`src/design/bia_pkg.sv`:
```
// Shared constants, types and helper functions of the ID allocator.
`timescale 1ns / 1ps
`default_nettype none

package bia_pkg;

  localparam int unsigned MaxIds       = 1024;
  localparam int unsigned SegmentBits  = 64;
  localparam int unsigned SegmentCount = 16;
  localparam int unsigned FlagBits     = 32;

  localparam int unsigned IdW     = $clog2(MaxIds);
  localparam int unsigned SegIdxW = $clog2(SegmentCount);
  localparam int unsigned BitIdxW = $clog2(SegmentBits);
  localparam int unsigned CntW    = $clog2(MaxIds + 1);
  localparam int unsigned CmdW    = 3;
  localparam int unsigned OutFlgW = 32;

  typedef enum logic [CmdW-1:0] {
    CMD_CREATE = 3'd0,
    CMD_REMOVE = 3'd1,
    CMD_EXISTS = 3'd2,
    CMD_GET    = 3'd3,
    CMD_HAS    = 3'd4,
    CMD_NOP    = 3'd5
  } cmd_e;

  typedef enum logic [1:0] {
    ST_OK     = 2'd0,
    ST_ABSENT = 2'd1,
    ST_FULL   = 2'd2
  } status_e;

  // Classified command word handed from the front to the back.
  typedef struct packed {
    cmd_e                cmd;
    logic [IdW-1:0]      id;
    logic [FlagBits-1:0] flags;
  } op_t;

  // Result word.
  typedef struct packed {
    logic [IdW-1:0]     id;
    logic [OutFlgW-1:0] flags;
    logic               answer;
    status_e            status;
    logic [CntW-1:0]    count;
  } res_t;

  // Index of the lowest clear bit of a segment word.
  function automatic logic [BitIdxW-1:0] lowest_zero(input logic [SegmentBits-1:0] w);
    logic [BitIdxW-1:0] idx;
    idx = '0;
    for (int i = SegmentBits - 1; i >= 0; i--) begin
      if (!w[i]) idx = BitIdxW'(i);
    end
    return idx;
  endfunction

  // First segment at or after start (wrapping) whose full bit is clear.
  function automatic logic [SegIdxW-1:0] first_open_seg(input logic [SegmentCount-1:0] full,
                                                       input logic [SegIdxW-1:0] start);
    logic [2*SegmentCount-1:0] dbl;
    logic [SegIdxW-1:0]        off;
    dbl = {~full, ~full} >> start;
    off = '0;
    for (int i = SegmentCount - 1; i >= 0; i--) begin
      if (dbl[i]) off = SegIdxW'(i);
    end
    return start + off;
  endfunction

endpackage

`default_nettype wire

```
`src/design/bia_resq.sv`:
```
// Two-word result queue in front of the output ports.
`timescale 1ns / 1ps
`default_nettype none

module bia_resq import bia_pkg::*; (
  input  wire logic clk_i,
  input  wire logic rst_ni,
  input  wire logic push_i,
  input  res_t      res_i,
  output logic      full_o,
  input  wire logic pop_i,
  output logic      empty_o,
  output res_t      res_o
);

  res_t       entry_q [2];
  logic       wr_ptr_q, rd_ptr_q;
  logic [1:0] cnt_q;
  logic       do_push, do_pop;

  assign full_o  = (cnt_q == 2'd2);
  assign empty_o = (cnt_q == 2'd0);
  assign do_push = push_i && !full_o;
  assign do_pop  = pop_i && !empty_o;
  assign res_o   = entry_q[rd_ptr_q];

  always_ff @(posedge clk_i) begin
    if (do_push) entry_q[wr_ptr_q] <= res_i;
  end

  always_ff @(posedge clk_i or negedge rst_ni) begin
    if (!rst_ni) begin
      wr_ptr_q <= 1'b0;
      rd_ptr_q <= 1'b0;
      cnt_q    <= 2'd0;
    end else begin
      if (do_push) wr_ptr_q <= !wr_ptr_q;
      if (do_pop)  rd_ptr_q <= !rd_ptr_q;
      cnt_q <= cnt_q + {1'b0, do_push} - {1'b0, do_pop};
    end
  end

endmodule

`default_nettype wire

```
`config.mk`:
```
export PLATFORM = sky130hd
export DESIGN_NAME = bia_resq
export DESIGN_NICKNAME = d
export VERILOG_FILES = /design/src/design/bia_pkg.sv /design/src/design/bia_resq.sv
export SDC_FILE = /design/constraint.sdc
export NUM_CORES = 1
export LEC_CHECK = 0
export BUFFER_PORTS_ARGS = -buffer_cell sky130_fd_sc_hd__buf_4
export CORE_ASPECT_RATIO = 1.25
export CORE_MARGIN = 3
export CORE_UTILIZATION = 41
export DETAILED_ROUTE_END_ITERATION = 16
export GPL_ROUTABILITY_DRIVEN = 0
export SYNTH_ARGS = -nofsm -noshare
export SYNTH_HDL_FRONTEND = slang
export SYNTH_SLANG_ARGS = --single-unit
export TNS_END_PERCENT = 100
```
`constraint.sdc`:
```
create_clock -name clk_i -period 4.9 [get_ports clk_i]
set_input_delay 0 -clock clk_i [delete_from_list [all_inputs] [get_ports clk_i]]
set_output_delay 0 -clock clk_i [all_outputs]
set_load 0.01 [all_outputs]
```
==> results.sh <==
export IMPL_grt_usage_pct=13.9
export IMPL_cts_tree="done"
export IMPL_crit_path_end_kind="flip-flop"
export IMPL_cts_root_buffer="clkbuf_16"
export IMPL_synth_cell_types=15
export IMPL_rsz0062_at_grt="no"
export IMPL_grt_overflow=0
export IMPL_syn_inst=192
export IMPL_die_w_um=98.2
export IMPL_drive_gt1_share_pct=51.5
export IMPL_path_cells="nand2b_1 > nand2_1 > nor2_4 > buf_4"
export IMPL_wl_um=7980
export IMPL_setup_ws_ns=2.77
export IMPL_cp_max_fo=33
export IMPL_hpwl_um=4740
export IMPL_vias=2360
export IMPL_antenna_found_initial=0
export IMPL_port_buffers=117
export IMPL_hold_class="input pin to flip-flop"
export IMPL_diodes=0
export IMPL_first_iter_violations=78
export IMPL_crit_type="flip-flop to flip-flop"
export IMPL_cts_sinks=116
export IMPL_finalMaxSlewViolations=0
export IMPL_drc_errors=0
export IMPL_tns_ns=0
export IMPL_maxCapViolations=0
export IMPL_clock_latency_ns=0.40
export IMPL_grt_pass1_vias=2570
export IMPL_slowest_delay_ns=0.57
export IMPL_synth_seq_area_share_pct=79.4
export IMPL_die_area_mm2=0.0119
export IMPL_ys_seq_elements=116
export IMPL_relSlewSlack_pct=36.5
export IMPL_clock_skew_ns=0.0137
export IMPL_hold_viol_final=0
export IMPL_layout_commonest_cell="buf_4"
export IMPL_cts_clk_slew_worst_paths_ns=0.05
export IMPL_utilization_pct=63.3
export IMPL_ant_nets=0
export IMPL_netlist_area_mm2=0.00436
export IMPL_syn_nets=254
export IMPL_powerDensity_mw_per_mm2=565
export IMPL_post_cts_resized=0
export IMPL_cts_htree_levels=4
export IMPL_die_height_um=121
export IMPL_rows=41
export IMPL_cts_buffers=17
export IMPL_slowest_stage="nor2_4"
export IMPL_start_kind="flip-flop"
export IMPL_status="finished, final reports clean"
export IMPL_p_leak_nw=2.58
export IMPL_final_nets=445
export IMPL_ys_warn_count=0
export IMPL_dp_cells=434
export IMPL_finalSetupViolCount=0
export IMPL_cts_buffer_depth=2
export IMPL_crit_arrival_ns=2.16
export IMPL_wire_per_inst_um=15.2
export IMPL_peakVddDrop_mv=0.375
export IMPL_postSynthAreaPerCell_um2=22.7
export IMPL_coreArea_mm2=0.0103
export IMPL_grt_pass1_wl_um=12300
export IMPL_tightest_slew_ns=0.952
export IMPL_area_growth_pct=48.9
export IMPL_period_needed_ns=2.13
export IMPL_fin_cells=525
export IMPL_grt_max_degree=58
export IMPL_via_per_inst=4.50
export IMPL_layout_common_cells="buf_4, edfxtp_1, dlygate4sd3_1"
export IMPL_max_freq_mhz=470
export IMPL_required_ns=4.93
export IMPL_dr_pass1_iters=4
export IMPL_pre_cts_slack_ns=2.71
export IMPL_io_pins=118
export IMPL_start_util_pct=42.5
export IMPL_finalCritPeriodShare_pct=43.5
registers in the layout, indices dropped and copies added, names as in the netlist:
signal	flops
rd_ptr_q	1
wr_ptr_q	1
cnt_q	2
entry_q	112
worst max-delay path: cells and delay by family (launching register included):
family / cells / cell delay [ns]
buffers and inverters: 1 / 0.53
DFF: 1 / 0.40
and+or+nand+nor: 3 / 0.84
cells by family (layout without fill, tap and decap cells):
family,after synthesis,in the layout,synth area share (%)
DFF,116,116,79.4
muxes,56,56,17.0
adders and majority gates,2,2,0.574
xor gates and xnor gates,4,4,0.804
buffers and inverters,8,212,1.44
and+or+nand+nor,6,6,0.689
repair_timing:
item	in CTS	in global routing
hold buffers	59	0
setup buffers	0	0
endpoints found under the hold margin	117	0
routing by layer:
metal / share of wire (%) / vias up / track usage [%] / routed length (µm)
met4: 1.9 / 0 / 6.92 / 155
met1: 39 / 1139 / 14.9 / 3090
li1: - / 1138 / - / -
met5: 0 / - / 0 / 0
met2: 54 / 74 / 24.5 / 4350
met3: 4.8 / 9 / 4.43 / 386
cells in the mapped netlist (all sizes together):
| cell | count | share of area [%] |
|---|---|---|
| dfrtp | 4 | 2.3 |
| buf | 6 | 1.3 |
| mux2 | 56 | 17 |
| nand2b | 1 | 0.14 |
| edfxtp | 112 | 77 |
| ha | 2 | 0.57 |
| nor2b | 1 | 0.14 |
| xnor2 | 3 | 0.60 |
| and3 | 1 | 0.14 |
| nor2 | 2 | 0.17 |
| inv | 2 | 0.17 |
| xor2 | 1 | 0.20 |
| nand2 | 1 | 0.086 |
stage by stage:
step | area [µm²] | hold WS [ns] | total power [W]
after floorplan | 4360 | -0.296 | 0.00214
after global placement | 5370 | -0.202 | 0.00260
after detailed placement | 5370 | -0.200 | 0.00261
after CTS | 6490 | 0.0152 | 0.00373
after global routing | 6490 | 0.0407 | 0.00385
final | 6490 | 0.0216 | 0.00367
where the power goes:
part,switching (W),internal (W)
clock network,0.000372,0.000693
registers,0.000167,0.00136
logic,0.000432,0.000641
total,0.000971,0.00270
area by class of cell:
class	count	area [µm²]
clock inverter	5	25.0
inverter	2	7.51
multi-input combinational	68	842
tap	129	161
sequential	116	3470
clock buffer	27	503
fill	751	3770
timing repair buffer	178	1480
path summary, 6_finish.rpt:
kind / startpoint / to / slack, ns / depth (start not counted)
min in group asynchronous: rst_ni / cnt_q[0]$_DFF_PN0_ / 0.50 / 3
worst min-delay path: pop_i / rd_ptr_q$_DFFE_PN0P_ / 0.02 / 3
worst max-delay path: cnt_q[1]$_DFF_PN0_ / entry_q[0][37]$_DFFE_PP_ / 2.77 / 4
worst max register to register: cnt_q[1]$_DFF_PN0_ / entry_q[0][37]$_DFFE_PP_ / 2.77 / 4
max in group asynchronous: rst_ni / rd_ptr_q$_DFFE_PN0P_ / 4.21 / 3
worst min register to register: cnt_q[1]$_DFF_PN0_ / cnt_q[1]$_DFF_PN0_ / 0.52 / 1
No activity file was read; power rests on OpenSTA's default activity.
