**src/design/bia_pkg.sv**
```systemverilog
// Shared constants, types and helper functions of the ID allocator.
`timescale 1ns / 1ps
`default_nettype none

package bia_pkg;

  localparam int unsigned MaxIds       = 1024;
  localparam int unsigned SegmentBits  = 64;
  localparam int unsigned SegmentCount = 16;
  localparam int unsigned FlagBits     = 32;

  localparam int unsigned IdW     = $clog2(MaxIds);
  localparam int unsigned SegIdxW = $clog2(SegmentCount);
  localparam int unsigned BitIdxW = $clog2(SegmentBits);
  localparam int unsigned CntW    = $clog2(MaxIds + 1);
  localparam int unsigned CmdW    = 3;
  localparam int unsigned OutFlgW = 32;

  typedef enum logic [CmdW-1:0] {
    CMD_CREATE = 3'd0,
    CMD_REMOVE = 3'd1,
    CMD_EXISTS = 3'd2,
    CMD_GET    = 3'd3,
    CMD_HAS    = 3'd4,
    CMD_NOP    = 3'd5
  } cmd_e;

  typedef enum logic [1:0] {
    ST_OK     = 2'd0,
    ST_ABSENT = 2'd1,
    ST_FULL   = 2'd2
  } status_e;

  // Classified command word handed from the front to the back.
  typedef struct packed {
    cmd_e                cmd;
    logic [IdW-1:0]      id;
    logic [FlagBits-1:0] flags;
  } op_t;

  // Result word.
  typedef struct packed {
    logic [IdW-1:0]     id;
    logic [OutFlgW-1:0] flags;
    logic               answer;
    status_e            status;
    logic [CntW-1:0]    count;
  } res_t;

  // Index of the lowest clear bit of a segment word.
  function automatic logic [BitIdxW-1:0] lowest_zero(input logic [SegmentBits-1:0] w);
    logic [BitIdxW-1:0] idx;
    idx = '0;
    for (int i = SegmentBits - 1; i >= 0; i--) begin
      if (!w[i]) idx = BitIdxW'(i);
    end
    return idx;
  endfunction

  // First segment at or after start (wrapping) whose full bit is clear.
  function automatic logic [SegIdxW-1:0] first_open_seg(input logic [SegmentCount-1:0] full,
                                                       input logic [SegIdxW-1:0] start);
    logic [2*SegmentCount-1:0] dbl;
    logic [SegIdxW-1:0]        off;
    dbl = {~full, ~full} >> start;
    off = '0;
    for (int i = SegmentCount - 1; i >= 0; i--) begin
      if (dbl[i]) off = SegIdxW'(i);
    end
    return start + off;
  endfunction

endpackage

`default_nettype wire

```
**src/design/bia_front.sv**
```systemverilog
// Front end: command decode and two-word command queue.
`timescale 1ns / 1ps
`default_nettype none

module bia_front import bia_pkg::*; (
  input  wire logic                clk_i,
  input  wire logic                rst_ni,
  input  wire logic                push_i,
  output logic                     full_o,
  input  wire logic [CmdW-1:0]     command_i,
  input  wire logic [IdW-1:0]      entity_id_i,
  input  wire logic [FlagBits-1:0] flag_word_i,
  input  wire logic                pop_i,
  output logic                     empty_o,
  output op_t                      op_o
);

  op_t        entry_q [2];
  op_t        dec;
  logic       wr_ptr_q, rd_ptr_q;
  logic [1:0] cnt_q;
  logic       do_push, do_pop;

  // Codes 5..7 mean nothing; they become a no-op.
  always_comb begin
    dec.id    = entity_id_i;
    dec.flags = flag_word_i;
    unique case (command_i) inside
      CMD_CREATE, CMD_REMOVE, CMD_EXISTS, CMD_GET, CMD_HAS: dec.cmd = cmd_e'(command_i);
      default:                                             dec.cmd = CMD_NOP;
    endcase
  end

  assign full_o  = (cnt_q == 2'd2);
  assign empty_o = (cnt_q == 2'd0);
  assign do_push = push_i && !full_o;
  assign do_pop  = pop_i && !empty_o;
  assign op_o    = entry_q[rd_ptr_q];

  always_ff @(posedge clk_i) begin
    if (do_push) entry_q[wr_ptr_q] <= dec;
  end

  always_ff @(posedge clk_i or negedge rst_ni) begin
    if (!rst_ni) begin
      wr_ptr_q <= 1'b0;
      rd_ptr_q <= 1'b0;
      cnt_q    <= 2'd0;
    end else begin
      if (do_push) wr_ptr_q <= !wr_ptr_q;
      if (do_pop)  rd_ptr_q <= !rd_ptr_q;
      cnt_q <= cnt_q + {1'b0, do_push} - {1'b0, do_pop};
    end
  end

endmodule

`default_nettype wire

```
**config.mk**
```make
export PLATFORM = sky130hd
export DESIGN_NAME = bia_front
export DESIGN_NICKNAME = d
export VERILOG_FILES = /design/src/design/bia_pkg.sv /design/src/design/bia_front.sv
export SDC_FILE = /design/constraint.sdc
export NUM_CORES = 1
export LEC_CHECK = 0
export ABC_AREA = 1
export BUFFER_PORTS_ARGS = -buffer_cell sky130_fd_sc_hd__buf_2
export CORE_ASPECT_RATIO = 0.8
export CORE_MARGIN = 5
export CORE_UTILIZATION = 40
export DETAILED_ROUTE_END_ITERATION = 10
export PLACE_DENSITY = 0.74
export SKIP_LAST_GASP = 1
export SYNTH_ARGS = -nofsm -noshare
export SYNTH_HDL_FRONTEND = slang
export SYNTH_SLANG_ARGS = --single-unit
```
**constraint.sdc**
```tcl
create_clock -name clk_i -period 6 [get_ports clk_i]
set_input_delay 0.9 -clock clk_i [delete_from_list [all_inputs] [get_ports clk_i]]
set_output_delay 0.9 -clock clk_i [all_outputs]
set_load 0.02 [all_outputs]
```
==> results of run 1 <==
-- layer usage --
metal / GRT usage / routed length [µm] / vias up
met5: 0 / 7 / -
met4: 0.0348 / 21 / 2
met3: 0.0500 / 480 / 4
met2: 0.190 / 3150 / 78
met1: 0.159 / 2870 / 1002
li1: - / - / 1101
-- synthesized netlist by cell type --
master / count / share of area
ha_1: 2 / 0.0070
nor2_1: 1 / 0.0010
nand2_1: 151 / 0.16
edfxtp_1: 90 / 0.75
dfrtp_1: 4 / 0.028
clkbuf_8: 1 / 0.0038
buf_4: 1 / 0.0021
buf_2: 3 / 0.0042
buf_12: 4 / 0.022
inv_2: 1 / 0.0010
nand3_1: 3 / 0.0042
a21oi_1: 1 / 0.0014
clkbuf_1: 1 / 0.0010
inv_1: 12 / 0.013
-- critical path: stages (launching register included) --
cell	delay (ns)
dfrtp_2	0.92
inv_2	0.57
nand2_1	0.20
nand2_1	0.09
buf_2	0.17
-- kinds of logic (layout without fill, tap and decap cells) --
family / Yosys count / in the layout / share of synthesized area
AOI/OAI and AO/OA: 1 / 1 / 0.00139
adders and majority gates: 2 / 2 / 0.00697
buffers and inverters: 23 / 124 / 0.0471
DFF: 94 / 94 / 0.781
and+or+nand+nor: 155 / 155 / 0.163
-- cell type report --
type,instances,share of cell area
flip-flops and latches,94,0.635
multi-input cells,158,0.141
repair buffers,96,0.109
clock buffers,9,0.0510
well taps,112,0.0317
clock inverters,6,0.0207
inverters,13,0.0111
-- worst paths after layout --
path / depth (start not counted) / startpoint / to
max in group asynchronous: 1 / rst_ni / rd_ptr_q
hold / removal: 1 / rst_ni / wr_ptr_q
hold reg to reg: 2 / wr_ptr_q / wr_ptr_q
setup / recovery: 4 / rd_ptr_q / op_o[36]
min in group clk_i: 2 / wr_ptr_q / wr_ptr_q
setup reg to reg: 3 / rd_ptr_q / rd_ptr_q
-- power groups by stage --
stage	Combinational (W)	Sequential [W]	Clock, W
after CTS	0.000765	0.000983	0.000604
final	0.000750	0.000980	0.000595
after detailed placement	0.000761	0.000996	0
after global placement	0.000751	0.000992	0
after floorplan	0.000596	0.000945	0
after global routing	0.000827	0.000998	0.000636
-- sequential cells by signal, summed over array words and instances, names as in the netlist --
signal,flops
cnt_q,2
entry_q,90
rd_ptr_q,1
wr_ptr_q,1
-- layout by cell type, fill, tap and decap left out, drive strengths merged --
master	synthesis	routed
nand2	151	151
buf	8	96
edfxtp	90	90
inv	13	16
clkbuf	2	9
dfrtp	4	4
nand3	3	3
ha	2	2
bufinv	0	2
a21oi	1	1
nor2	1	1
clkinv	0	1
-- metrics by stage --
stage	std cells	power, W	hold slack, ns	util
global route	488	0.00246	0.360	0.511
global placement	473	0.00174	0.453	0.475
detailed placement	473	0.00176	0.460	0.475
floorplan	275	0.00154	0.442	-
CTS	488	0.00235	0.359	0.511
finish	488	0.00232	0.375	0.511
==> impl_results.md, run 1 <==
* Int Pwr at 0.00148 W
* Layout Nets at 423
* Vias in the first global route at 2,115
* Worst Hold Class: in2async
* Final period utilization at 0.533
* Post-DRT Antenna Nets at 0
* Setup TNS at 0 ns
* Diode count at 0
* Initial core utilization at 0.416
* Cell Pwr Density at 527 nW/µm²
* Layout cell share with drive strength beyond 1 at 0.306
* Ports at 96
* Min setup slack post-route at 2.80 ns
* Iteration-0 DRC count of the detailed router at 122
* Yosys warning count at 0
* TritonCTS Sinks at 94
* Kind of critical path: reg2out
* RSZ-0062 raised after global routing: no
* Initial DRT Pass Iterations at 4
* Max_cap viols at 0
* CTS resizes at 0
* Largest net degree at the start of global routing at 48
* Switch Pwr at 0.000845 W
* Place WS at 3.14 ns
* CTS tree: done
* Count of pins over their slew limit at 0
* Hold Fails Final Rpt at 0
* GP Congestion at 0.731
* Worst EP arrival at 2.30 ns
* PortBufs at 95
* Chip height at 94.7 µm
* Final setup viols at 0
* Count of different cell masters after synthesis at 14
* Multi-input gate area at 623 µm²
* H-tree levels at 3
* Initial antenna violation count at 1
* Sequential share of power at 0.422
* Clock skew at 0.0126 ns
* Syn Inst Count at 275
* Die width at 116 µm
* Clock Power Share at 0.256
* Insertion delay to the later sink of the worst-skew pair at 0.33 ns
* LEAKAGE at 1.97 nW
* DP Area at 4100 µm²
* Postcts setup bufs at 0
* TritonCTS Buffers at 9
* Total die area at 11,000 µm²
* Logic gate share of total power at 0.323
* Worst Path Required at 5.10 ns
* Sw Ratio at 0.363
* Max VDD drop at 0.000248 V
* Max FO, Critical Path at 47
* Min Clock Period, post-route at 3.20 ns
* First-pass GRT wire length at 10,200 µm
* DP HPWL at 4210 µm
* #FFs+latches synth at 94
* Netlist Area Pre-Place at 3590 µm²
* Via count at 2,187
* DRC violations left at 0
* Core Region at 8630 µm²
* Post-route design area at 4420 µm²
* GR Util All Layers at 0.122
* Slew margin rel. at 0.325
* Routed length per instance at 13.4 µm
* Sequential cell area at 2800 µm²
* Status: finished, final reports clean
* Row count at 30
* Max Freq at 312 MHz
* Post-CTS Hold Buffers at 0
* Fillers at 736
* Congestion Overflow GR at 0
* Clock Tree Root: clkbuf_16
* Reg2Reg Setup Slack at 4.08 ns
* Mean Syn Cell Area at 13.0 µm²
* DR vias/cell at 4.48
* CP endpoint kind: primary output
* Worst-Margin Slew at 1.01 ns
* Syn Nets at 326
* Sequential share of the synthesized area at 0.781
* Worst Setup Start Kind: flop
* Synth-to-Final Area Change at 23.1%
* Max Root-Sink Buffers at 2
* Clk slew on worst S/H paths at 0.06 ns
* Drt total wl at 6530 µm
(Power assumes the default switching activity.)
==> run 2: changes to the inputs <==
Settings changed: ABC_AREA 1 to 0.
Clock period 6 ns to 3.3 ns, I/O delays scaled along.
==> run 2 against run 1 <==
Net effect: register-to-register slack lost 2.6 ns; total power grew 79%; combinational power grew 96%; worst hold slack lost 0.025 ns; clock power grew 56%; die area grew 1.9%; cell area grew 2.7%; first-iteration DRC count shrank 66%.
==> impl_results.md, run 2 <==
* Status: finished, final reports clean (unchanged)
* Top FF cell, synth: edfxtp_1 (unchanged)
* Syn Inst Count at 161 (was 275)
* Final core occ at 0.504 (was 0.511)
* Initial core utilization at 0.407 (was 0.416)
* TritonCTS Sinks at 94 (unchanged)
* Worst Setup Start Kind: flop (unchanged)
* Via count at 1,754 (was 2,187)
* Routed length per instance at 15.5 µm (was 13.4 µm)
* Post-route design area at 4530 µm² (was 4420 µm²)
* Diode count at 0 (unchanged)
* Kind of critical path: reg2out (unchanged)
* Die width at 117 µm (was 116 µm)
* Max FO, Critical Path at 26 (was 47)
* Max_cap viols at 0 (unchanged)
* Largest cells by area after synthesis: edfxtp_1 (74%), mux2_4 (16%), dfrtp_1 (2.7%) (was edfxtp_1 (75%), nand2_1 (16%), dfrtp_1 (2.8%))
* Max Freq at 408 MHz
* Clk slew on worst S/H paths at 0.06 ns (about the same)
* Sequential share of power at 0.426 (was 0.422)
* Count leader, synth: edfxtp_1 (was nand2_1)
* First-pass GRT wire length at 9200 µm (was 10,200 µm)
* Met3 wire length at 495 µm (was 480 µm)
* Max reg flops at 90 (unchanged)
* Total die area at 11,200 µm² (was 11,000 µm²)
* Switch Pwr at 0.00134 W (was 0.000845 W)
* Setup TNS at 0 ns (unchanged)
* Largest net degree at the start of global routing at 27 (was 48)
* H-tree levels at 3 (unchanged)
* Chip height at 95.6 µm (was 94.7 µm)
* CP max stage delay at 0.78 ns (was 0.92 ns)
* Cell family with most CP delay: flip-flops (unchanged)
* DP Area at 4250 µm² (was 4100 µm²)
* Row count at 31 (was 30)
* Sequential share of the synthesized area at 0.765 (was 0.781)
* Largest regs: entry_q: 90 flops, cnt_q: 2 flops (unchanged)
* Met2 routed WL at 3090 µm (was 3150 µm)
* Worst-Margin Slew at 0.687 ns (was 1.01 ns)
* Count of pins over their slew limit at 0 (unchanged)
* Clock Tree Root: clkbuf_16 (unchanged)
* Min Clock Period, post-route at 2.45 ns
* Leading area contributor after synthesis: edfxtp_1 (unchanged)
* Initial antenna violation count at 0 (was 1)
* Most common cell after layout, fill and taps aside: buf_2 (was nand2_1)
* GP Congestion at 0.651 (was 0.731)
* Ports at 96 (unchanged)
* Power, Total at 0.00416 W (was 0.00232 W)
* Initial DRT Pass Iterations at 4 (unchanged)
* Highest routed layer: met4 (was met5)
* DP HPWL at 4200 µm (was 4210 µm)
* Core Region at 9000 µm² (was 8630 µm²)
* Yosys top cell area share at 0.738 (was 0.753)
* Slew margin rel. at 0.541 (was 0.325)
* Postcts setup bufs at 0 (unchanged)
* Clock skew at 0.00864 ns (was 0.0126 ns)
* Worst Hold Class: in2reg (was in2async)
* Most frequent cells in the layout: buf_2 (95), edfxtp_1 (90), mux2_4 (39), clkbuf_16 (9), mux2_2 (6) (was nand2_1 (151), buf_2 (95), edfxtp_1 (90), inv_1 (11), clkbuf_16 (9))
* Hold Fails Final Rpt at 0 (unchanged)
* Post-CTS Hold Buffers at 1 (was 0)
* #FFs+latches synth at 94 (unchanged)
* Sw Ratio at 0.321 (was 0.363)
* Cell Pwr Density at 919 nW/µm² (was 527 nW/µm²)
* Syn Nets at 212 (was 326)
* Congestion Overflow GR at 0 (unchanged)
* Insertion delay to the later sink of the worst-skew pair at 0.33 ns (about the same)
* Iteration-0 DRC count of the detailed router at 41 (was 122)
* Worst Path Required at 2.80 ns (was 5.10 ns)
* CTS tree: done (unchanged)
* TritonCTS Buffers at 9 (unchanged)
* Clock Power Share at 0.222 (was 0.256)
* Int Pwr at 0.00283 W (was 0.00148 W)
* RSZ-0062 raised after global routing: no (unchanged)
* LEAKAGE at 1.83 nW (was 1.97 nW)
* Final setup viols at 0 (unchanged)
* Final period utilization at 0.743
* Count of different cell masters after synthesis at 17 (was 14)
* Worst Path Buf+Inv at 2 (unchanged)
* Logic gate share of total power at 0.352 (was 0.323)
* Netlist Area Pre-Place at 3660 µm² (was 3590 µm²)
* Fillers at 760 (was 736)
* Drt total wl at 5980 µm (was 6530 µm)
* Wl on met1 at 2350 µm (was 2870 µm)
* Reg2Reg Setup Slack at 1.45 ns (was 4.08 ns)
* Max VDD drop at 0.000531 V (was 0.000248 V)
* Mean Syn Cell Area at 22.7 µm² (was 13.0 µm²)
* Most instantiated cells after synthesis: edfxtp_1 (90), mux2_4 (39), mux2_2 (6) (was nand2_1 (151), edfxtp_1 (90), inv_1 (12))
* CP endpoint kind: primary output (unchanged)
* Slowest CP cell: dfrtp_2 (unchanged)
* CP Cell Sequence: buf_12, mux2_2, buf_2 (was inv_2, nand2_1, nand2_1, buf_2)
* Max Root-Sink Buffers at 2 (unchanged)
* Yosys warning count at 0 (unchanged)
* Worst EP arrival at 1.96 ns (was 2.30 ns)
* Async SR Flop Fraction at 0.0426 (unchanged)
* CTS resizes at 0 (unchanged)
* PortBufs at 95 (unchanged)
* GR Util All Layers at 0.113 (was 0.122)
* Synth-to-Final Area Change at 23.8% (was 23.1%)
* DRC violations left at 0 (unchanged)
* Post-DRT Antenna Nets at 0 (unchanged)
* Layout cell share with drive strength beyond 1 at 0.598 (was 0.306)
* Layout Nets at 317 (was 423)
* DR vias/cell at 4.54 (was 4.48)
* Post-synth EDFFs at 90 (unchanged)
* Largest Register: entry_q (unchanged)
* Vias in the first global route at 1,846 (was 2,115)
## run 2: cell count changes after synthesis, moves of 2 or more
cell / change
mux2_4: +39
mux2_2: +6
xnor2_1: +3
nand3_1: -3
inv_1: -10
nor2b_1: +2
nand2_1: -150
buf_2: -3
## run 2: kinds of logic after synthesis
group                    synth area share
adder cells (fa/ha/maj)           0.00683
AND/OR/NAND/NOR                   0.00991
buffers and inverters              0.0280
multiplexers                        0.178
XOR/XNOR                          0.00957
flip-flops                          0.765
AO/OA/AOI/OAI                     0.00205
## run 2: path summary, 6_finish.rpt
path                                start        endpoint  depth (start not counted)
max reg2reg                      cnt_q[1]  entry_q[0][11]                          4
min reg2reg                      cnt_q[1]        cnt_q[1]                          1
min in group asynchronous          rst_ni        cnt_q[0]                          2
max in group asynchronous          rst_ni        rd_ptr_q                          2
min                        entity_id_i[9]  entry_q[1][41]                          1
max                              rd_ptr_q        op_o[37]                          3
## run 2: metal layers
layer	GRT usage	up-vias
met5	0	-
met2	0.187	56
met4	0.0315	0
met1	0.131	861
met3	0.0565	5
li1	-	832
## run 2: metrics by stage
| stage | setup WS, ns | instances | hold WS (ns) |
|---|---|---|---|
| after floorplan | 0.365 | 161 | 0.199 |
| after global placement | 1.17 | 369 | 0.306 |
| after detailed placement | 1.17 | 369 | 0.305 |
| after CTS | 0.801 | 386 | 0.335 |
| after global routing | 0.763 | 386 | 0.329 |
| final | 0.849 | 386 | 0.349 |
## run 2: area by class of cell
class | count | area, µm² | share of cell area
Multi-Input combinational cell | 59 | 766 | 0.169
Inverter | 2 | 7.51 | 0.00166
Sequential cell | 94 | 2800 | 0.618
Clock inverter | 6 | 43.8 | 0.00966
Timing Repair Buffer | 100 | 541 | 0.119
Tap cell | 115 | 144 | 0.0317
Clock buffer | 10 | 229 | 0.0505
## run 2: power by group through the flow
| stage | clock network, W | registers [W] | logic (W) |
|---|---|---|---|
| global route | 0.00101 | 0.00180 | 0.00158 |
| CTS | 0.000960 | 0.00178 | 0.00151 |
| detailed placement | 0 | 0.00180 | 0.00150 |
| finish | 0.000926 | 0.00177 | 0.00147 |
| floorplan | 0 | 0.00173 | 0.00122 |
| global placement | 0 | 0.00179 | 0.00148 |
